File: config.mk
export PLATFORM = sky130hd
export DESIGN_NAME = kcht_ctrl
export DESIGN_NICKNAME = d
export VERILOG_FILES = /design/src/hw/rtl/assert_macros.svh /design/src/hw/rtl/kcht_pkg.sv /design/src/hw/rtl/kcht_ctrl.sv
export SDC_FILE = /design/constraint.sdc
export NUM_CORES = 1
export LEC_CHECK = 0
export BUFFER_PORTS_ARGS = -buffer_cell sky130_fd_sc_hd__buf_2
export CORE_AREA = 2 2 39 41
export DETAILED_ROUTE_END_ITERATION = 16
export DIE_AREA = 0 0 41 43
export GPL_TIMING_DRIVEN = 0
export PLACE_DENSITY = 0.48
export SLEW_MARGIN = 30
export SYNTH_ARGS = -nofsm -noshare
export SYNTH_HDL_FRONTEND = slang
export SYNTH_SLANG_ARGS = --single-unit
File: constraint.sdc
create_clock -name clk -period 1.2 [get_ports clk]
set_input_delay 0.12 -clock clk [delete_from_list [all_inputs] [get_ports clk]]
set_output_delay 0.12 -clock clk [all_outputs]
set_load 0.02 [all_outputs]
File: src/hw/rtl/assert_macros.svh
// Assertion macros for the files that check their own logic.
`ifndef ASSERT_MACROS_SVH
`define ASSERT_MACROS_SVH
`ifndef ASSERT_OFF
`define ASSERT_ALWAYS(lbl, clk, rst, prop) \
  lbl: assert property (@(posedge clk) disable iff (rst) (prop)) \
    else $error("assertion failed");
`define ASSERT_NEVER(lbl, clk, rst, expr) \
  `ASSERT_ALWAYS(lbl, clk, rst, !(expr))
`else
`define ASSERT_ALWAYS(lbl, clk, rst, prop)
`define ASSERT_NEVER(lbl, clk, rst, expr)
`endif
`endif

File: src/hw/rtl/kcht_pkg.sv
package kcht_pkg;

  localparam int TABLE_DEPTH = 64;
  localparam int KEY_WIDTH   = 64;
  localparam int FIELD_W     = 64;
  localparam int IDX_W       = (TABLE_DEPTH > 1) ? $clog2(TABLE_DEPTH) : 1;
  localparam int CNT_W       = $clog2(TABLE_DEPTH + 1);

  typedef enum logic {
    CMD_ADD     = 1'b0,
    CMD_EXTRACT = 1'b1
  } cmd_t;

  typedef enum logic [2:0] {
    ST_IDLE,
    ST_MATCH,
    ST_READ,
    ST_WRITE,
    ST_XREAD,
    ST_XSEND
  } state_t;

  typedef struct packed {
    logic load_in;
    logic do_match;
    logic read_hit;
    logic write_hit;
    logic insert;
    logic set_ovf;
    logic x_start;
    logic x_read;
    logic x_next;
  } ctrl_cmd_t;

  typedef struct packed {
    logic hit;
    logic full;
    logic x_last;
  } ctrl_status_t;

endpackage

File: src/hw/rtl/kcht_ctrl.sv
module kcht_ctrl (
  input  logic                   clk,
  input  logic                   rst,
  input  logic                   in_valid,
  input  kcht_pkg::cmd_t         in_cmd,
  input  logic                   in_is_null,
  output logic                   in_ready,
  output logic                   out_valid,
  input  logic                   out_ready,
  input  kcht_pkg::ctrl_status_t status,
  output kcht_pkg::ctrl_cmd_t    cmd
);
  import kcht_pkg::*;

  state_t state;
  state_t state_next;

  always_ff @(posedge clk) begin
    if (rst) begin
      state <= ST_IDLE;
    end else begin
      state <= state_next;
    end
  end

  always_comb begin
    state_next = state;
    unique case (state)
      ST_IDLE: begin
        if (in_valid) begin
          if (in_cmd == CMD_EXTRACT) begin
            state_next = ST_XREAD;
          end else if (!in_is_null) begin
            state_next = ST_MATCH;
          end
        end
      end
      ST_MATCH: state_next = ST_READ;
      ST_READ: begin
        if (status.hit) begin
          state_next = ST_WRITE;
        end else begin
          state_next = ST_IDLE;
        end
      end
      ST_WRITE: state_next = ST_IDLE;
      ST_XREAD: state_next = ST_XSEND;
      ST_XSEND: begin
        if (out_ready) begin
          if (status.x_last) begin
            state_next = ST_IDLE;
          end else begin
            state_next = ST_XREAD;
          end
        end
      end
      default: state_next = ST_IDLE;
    endcase
  end

  always_comb begin
    cmd       = '0;
    in_ready  = 1'b0;
    out_valid = 1'b0;
    unique case (state)
      ST_IDLE: begin
        in_ready    = 1'b1;
        cmd.load_in = in_valid;
        cmd.x_start = in_valid && (in_cmd == CMD_EXTRACT);
      end
      ST_MATCH: cmd.do_match = 1'b1;
      ST_READ: begin
        cmd.read_hit = status.hit;
        cmd.insert   = !status.hit && !status.full;
        cmd.set_ovf  = !status.hit && status.full;
      end
      ST_WRITE: cmd.write_hit = 1'b1;
      ST_XREAD: cmd.x_read = 1'b1;
      ST_XSEND: begin
        out_valid  = 1'b1;
        cmd.x_next = out_ready && !status.x_last;
      end
      default: begin
        cmd = '0;
      end
    endcase
  end

endmodule

==> qor.txt, run 1 <==
outcome - finished, violations left
failing checks - negative setup slack
PD cells - 995.6 nW/µm²
final core utilization - 0.4638
port bufs - 19
CTS max path bufs - 2
R2R setup slack - -0.11 ns
# DRC - 0
Area contributors post-synth - dfxtp_1, nor3_1, nand2_1, nand3b_1, nor2_1
Crit Path Category - reg2out
Hold Fails Final Rpt - 0
gr usage total - 0.1093
crit-path max FO - 5
Setup Skew - 0.003405 ns
CP Launch Type - flip-flop
htree depth - 1
Seq cells post-synth - 3
Mapped Cells - 38
Routed Antenna Nets - 0
Worst VDD drop - 0.3497 mV
CTS Root Cell - clkbuf_4
footprint of the multi-input gates - 271.5 µm²
Slew HR - 0.8658
drt total wl - 1.039 mm
clock sinks - 3
diode count - 0
FP Rows - 14
DP HPWL - 575 µm
final setup margin - -0.1337 ns
largest reg by FF count - state
Synth area leader - dfxtp_1
Post-synth ARST share - 0
CTS tree - yes
Crit. Startpoint - state[1]$_SDFFE_PP0P_
EDFF count, synth - 0
# IOs - 20
sequential area share after synthesis - 0.2297
Fill cells - 140
Final Cycle Share - 1.111
critical path arrival - 1.21 ns
Core ar. - 1384 µm²
Worst R2R Path Depth - 5
die area - 1763 µm²
Final TNS setup - -0.8301 ns
Net Count, Synth - 47
FF/Latch Area - 63.81 µm²
RePlAce Congestion - 0.7911
initial core utilization - 0.1890
largest net degree at the start of global routing - 11
initial antenna violation count - 0
Die Y-Extent - 43 µm
worst min path class - in2reg
Setup-failing EPs final - 11
biggest regs - state x3
Mapped Avg Cell Area - 6.882 µm²
min Tclk post-route - 1.334 ns
clk slew on worst S/H paths - 0.03 ns
Layout Nets - 81
Routed WL per cell - 11.94 µm
first-pass GRT wire length - 1.304 mm
max reg flops - 3
grt ovf - 0
vias in the first global route - 334
Peak Freq - 749.8 MHz
Worst-Margin Slew - 0.2013 ns
Critical Path RT - 1.08 ns
reg2reg start - state[1]$_SDFFE_PP0P_
layout cell share with drive strength beyond 1 - 0.7887
Vias/cell - 4.621
Die Wd - 41 µm
Netlist Area Pre-Place - 261.5 µm²
unrepaired setup endpoints after global routing - true
final count of pins violating max slew - 0
Yosys top cell area share - 0.2297
number of max-cap violations - 0
most common flop cell mapped by yosys - dfxtp_1
Netlist cell types - 22
Ys Warns - 0
top cells by count, synth - nand2_1, nor2_1, nor3_1
Crit. End Element - output port
LEAKAGE - 0.3099 nW
clk_lat worst skew - 0.23 ns
Detailed Routing Iterations Pass 1 - 4
Setup WS pre-CTS - -0.01813 ns
Vias - 402
initial DRC count - 5
Final Non-Filler Cells - 87
Post-Place Cells - 73
Reg2Reg Capture Point - state[2]$_SDFFE_PP0P_
area delta synth->final - 145.5%
cts bufs inserted - 3
crit path to - cmd[0]
[worst max-delay path: stages, from the launching register on]
cell and delay, ns:
dfxtp_2 0.31, buf_6 0.12, nand3b_1 0.20, nor3b_2 0.19, buf_4 0.16
[worst min-delay path by stage]
stage	slack, ns	endpoint	from	cells after the start
6_report	0.10	state[1]$_SDFFE_PP0P_	rst	2
5_1_grt	0.09	state[1]$_SDFFE_PP0P_	rst	2
4_1_cts	0.08	state[1]$_SDFFE_PP0P_	rst	2
3_5_place_dp	0.33	state[1]$_SDFFE_PP0P_	rst	2
3_3_place_gp	0.34	state[1]$_SDFFE_PP0P_	rst	2
2_1_floorplan	0.20	state[1]$_SDFFE_PP0P_	rst	1
[layout by cell type, fill, tap and decap left out, types with 2 or more instances in the layout]
master     n
buf_2      9
nand3b_1   2
nor2_4     4
buf_6      7
nor3_2     3
dfxtp_2    3
buf_4     15
clkbuf_4   3
nand2_4    2
nor3b_2    2
[layer usage]
metal	GRT usage	vias up	routed length, µm
met5	0	-	0
met4	0.06000	0	17
met3	0.01571	2	66
met2	0.1688	19	540
met1	0.1378	179	415
li1	-	202	-
[area by class of cell]
type | count | area share
Multi-Input combinational cell | 31 | 0.4230
Timing Repair Buffer | 29 | 0.3470
Sequential cell | 3 | 0.09942
Buffer | 3 | 0.05263
Clock buffer | 4 | 0.04094
Tap cell | 16 | 0.03119
Inverter | 1 | 0.005848
[stage by stage]
| stage | power (W) | hold WS, ns | area [µm²] |
|---|---|---|---|
| after floorplan | 0.0002543 | 0.1960 | 281.5 |
| after global placement | 0.0003176 | 0.3425 | 396.6 |
| after detailed placement | 0.0003173 | 0.3310 | 396.6 |
| after CTS | 0.0005846 | 0.08196 | 555.5 |
| after global routing | 0.0006854 | 0.09446 | 641.9 |
| final | 0.0006390 | 0.1014 | 641.9 |
[where the power goes]
part,switching [W],internal (W),leakage [nW]
clock,0.0000502,0.000124,0.0150
combinational,0.000166,0.000174,0.269
sequential,0.0000111,0.000114,0.0258
total,0.000227,0.000412,0.310
[kinds of logic after synthesis]
kind of cell / Yosys count / synth area share
compound gates: 7 / 0.1771
buf+inv: 4 / 0.09568
flops: 3 / 0.2297
simple gates: 24 / 0.4976
[repair_timing]
item,in CTS,in global routing
setup endpoints to repair,11,13
pin swaps,6,6
endpoints found under the hold margin,0,0
hold buffers,0,0
resized for setup,26,17
buffers inserted,5,4
cloned,0,1
(Power assumes the default switching activity.)
==> inputs of run 2 (changes only) <==
BUFFER_PORTS_ARGS = default   (was -buffer_cell sky130_fd_sc_hd__buf_2)
DONT_BUFFER_PORTS = 1   (was default)
PLACE_DENSITY = 0.36   (was 0.48)
clock period = 1.3 ns   (was 1.2 ns; I/O delays follow)
==> qor.txt, run 2 (synthesis results as in run 1) <==
outcome - finished, violations left (unchanged)
failing checks - negative setup slack (unchanged)
Final TNS setup - -0.2365 ns (was -0.8301 ns)
Crit. End Element - output port (unchanged)
Layout Cell Area excl Fill - 490.5 µm² (was 641.9 µm²)
DP HPWL - 546 µm (was 575 µm)
min Tclk post-route - 1.395 ns
critical path, cell by cell - buf_6, nor3_4, and3_4 (was buf_6, nand3b_1, nor3b_2, buf_4)
Vias/cell - 4.894 (was 4.621)
Reg2Reg Capture Point - state[2]$_SDFFE_PP0P_ (unchanged)
area delta synth->final - 87.56% (was 145.5%)
Die Wd - 41 µm (unchanged)
# IOs - 20 (unchanged)
Fill cells - 147 (was 140)
Slew HR - 0.7922 (was 0.8658)
Routed WL per cell - 12.77 µm (was 11.94 µm)
largest net degree at the start of global routing - 8 (was 11)
clk_lat worst skew - 0.23 ns (about the same)
first-pass GRT wire length - 1.455 mm (was 1.304 mm)
max reg flops - 3 (unchanged)
R2R setup slack - 0.08 ns (was -0.11 ns)
Core ar. - 1384 µm² (unchanged)
die area - 1763 µm² (unchanged)
Worst VDD drop - 0.2977 mV (was 0.3497 mV)
critical path arrival - 1.27 ns (was 1.21 ns)
FP Rows - 14 (unchanged)
Overall Power - 0.0005206 W (was 0.0006390 W)
Worst-Margin Slew - 0.3107 ns (was 0.2013 ns)
Routed Antenna Nets - 0 (unchanged)
Critical Path RT - 1.17 ns (was 1.08 ns)
LEAKAGE - 0.1955 nW (was 0.3099 nW)
PD cells - 1061 nW/µm² (was 995.6 nW/µm²)
Die Y-Extent - 43 µm (unchanged)
CP Launch Type - flip-flop (unchanged)
crit-path max FO - 5 (unchanged)
CTS tree - yes (unchanged)
Vias - 323 (was 402)
initial DRC count - 6 (was 5)
number of max-cap violations - 0 (unchanged)
final setup margin - -0.09524 ns (was -0.1337 ns)
slowest CP cell - dfxtp_2 (unchanged)
Crit Path Category - reg2out (unchanged)
Worst path top cell family by delay - simple AND/OR/NAND/NOR gates (unchanged)
drt total wl - 843 µm (was 1.039 mm)
unrepaired setup endpoints after global routing - true (unchanged)
Hold Fails Final Rpt - 0 (unchanged)
Worst R2R Path Depth - 4 (was 5)
worst min path class - in2reg (unchanged)
htree depth - 1 (unchanged)
gr usage total - 0.1244 (was 0.1093)
Hold EP - state[2]$_SDFFE_PP0P_ (was state[1]$_SDFFE_PP0P_)
min-delay src - rst (unchanged)
reg2reg start - state[1]$_SDFFE_PP0P_ (unchanged)
most common cell after layout, fill and taps aside - buf_4 (unchanged)
grt ovf - 0 (unchanged)
initial core utilization - 0.1890 (unchanged)
CTS max path bufs - 2 (unchanged)
RePlAce Congestion - 0.7013 (was 0.7911)
Setup Skew - 0.002321 ns (was 0.003405 ns)
# DRC - 0 (unchanged)
cell area after placement - 291.5 µm² (was 396.6 µm²)
Setup WS pre-CTS - -0.06338 ns (was -0.01813 ns)
Detailed Routing Iterations Pass 1 - 4 (unchanged)
vias in the first global route - 348 (was 334)
CTS Root Cell - clkbuf_4 (unchanged)
Hold Path Stages - 2 (unchanged)
most frequent cells in the layout - buf_4, buf_6, nor3_4, nand2_1, clkbuf_4 (was buf_4, buf_2, buf_6)
biggest regs - state x3 (unchanged)
port bufs - 0 (was 19)
Setup-failing EPs final - 4 (was 11)
largest reg by FF count - state (unchanged)
clk slew on worst S/H paths - 0.04 ns (was 0.03 ns)
Layout Nets - 60 (was 81)
WP buf/inv - 1 (was 2)
layout cell share with drive strength beyond 1 - 0.6000 (was 0.7887)
final count of pins violating max slew - 0 (unchanged)
Peak Freq - 716.7 MHz
clock sinks - 3 (unchanged)
cts bufs inserted - 3 (unchanged)
Final Cycle Share - 1.073
Critical Path Max Stage Delay - 0.31 ns (about the same)
diode count - 0 (unchanged)
initial antenna violation count - 0 (unchanged)
[run 2: changes by cell type in the layout (fill, tap and decap cells not counted), moves of 2 or more]
cell and delta:
buf_2 -9, buf_4 -8, buf_6 -4, nand2_1 +2
nor2_2 +2, nor2_4 -2, nor3_2 -3, nor3_4 +3
nor3b_2 -2, nor3b_4 +2
[run 2: metal layers]
metal,GRT usage,vias up,routed length [µm]
li1,-,160,-
met1,0.1538,151,334
met2,0.1781,12,453
met3,0.03665,0,55
met4,0.08000,0,0
met5,0,-,0
[run 2: metrics by stage]
step | std cells | util | hold slack [ns]
floorplan | 38 | - | 0.2060
global placement | 54 | 0.2107 | 0.2171
detailed placement | 54 | 0.2107 | 0.2134
CTS | 65 | 0.3318 | 0.09836
global route | 66 | 0.3544 | 0.1069
finish | 66 | 0.3544 | 0.1090
[run 2: what timing repair did]
action	CTS	global route
resized for setup	25	6
cloned	0	0
pin swaps	6	4
setup endpoints to repair	7	7
setup buffers	6	1
hold buffers	1	0
hold endpoints to repair	1	0
[run 2: final cells by class]
class	count	area [µm²]	share of cell area
multi-input combinational	31	277.8	0.5663
sequential	3	66.31	0.1352
timing repair buffer	8	62.56	0.1276
buffer	3	33.78	0.06888
clock buffer	4	26.28	0.05357
tap	16	20.02	0.04082
inverter	1	3.754	0.007653
[run 2: worst max path at each step]
| stage | from | depth (start not counted) | endpoint | slack [ns] |
|---|---|---|---|---|
| finish | state[1]$_SDFFE_PP0P_ | 3 | cmd[2] | -0.1 |
| floorplan | state[0]$_SDFFE_PP0P_ | 3 | cmd[2] | 0.01 |
| detailed placement | state[2]$_SDFFE_PP0P_ | 4 | cmd[4] | -0.06 |
| global route | state[1]$_SDFFE_PP0P_ | 3 | cmd[2] | -0.17 |
| CTS | state[1]$_SDFFE_PP0P_ | 3 | cmd[2] | -0.10 |
| global placement | state[1]$_SDFFE_PP0P_ | 3 | cmd[0] | -0.06 |
[run 2: report_power, final]
part           total [W]  switching [W]  internal (W)
clock network   0.000167      0.0000514      0.000115
registers       0.000116      0.0000107      0.000105
logic           0.000238       0.000127      0.000111
total           0.000521       0.000189      0.000331
[run 2: worst register-to-register path, delay by kind of cell, from the launching register on]
| family | cells | cell delay (ns) |
|---|---|---|
| buffers and inverters | 1 | 0.12 |
| and+or+nand+nor | 2 | 0.60 |
| DFF | 1 | 0.31 |
| AOI/OAI and AO/OA | 1 | 0.08 |
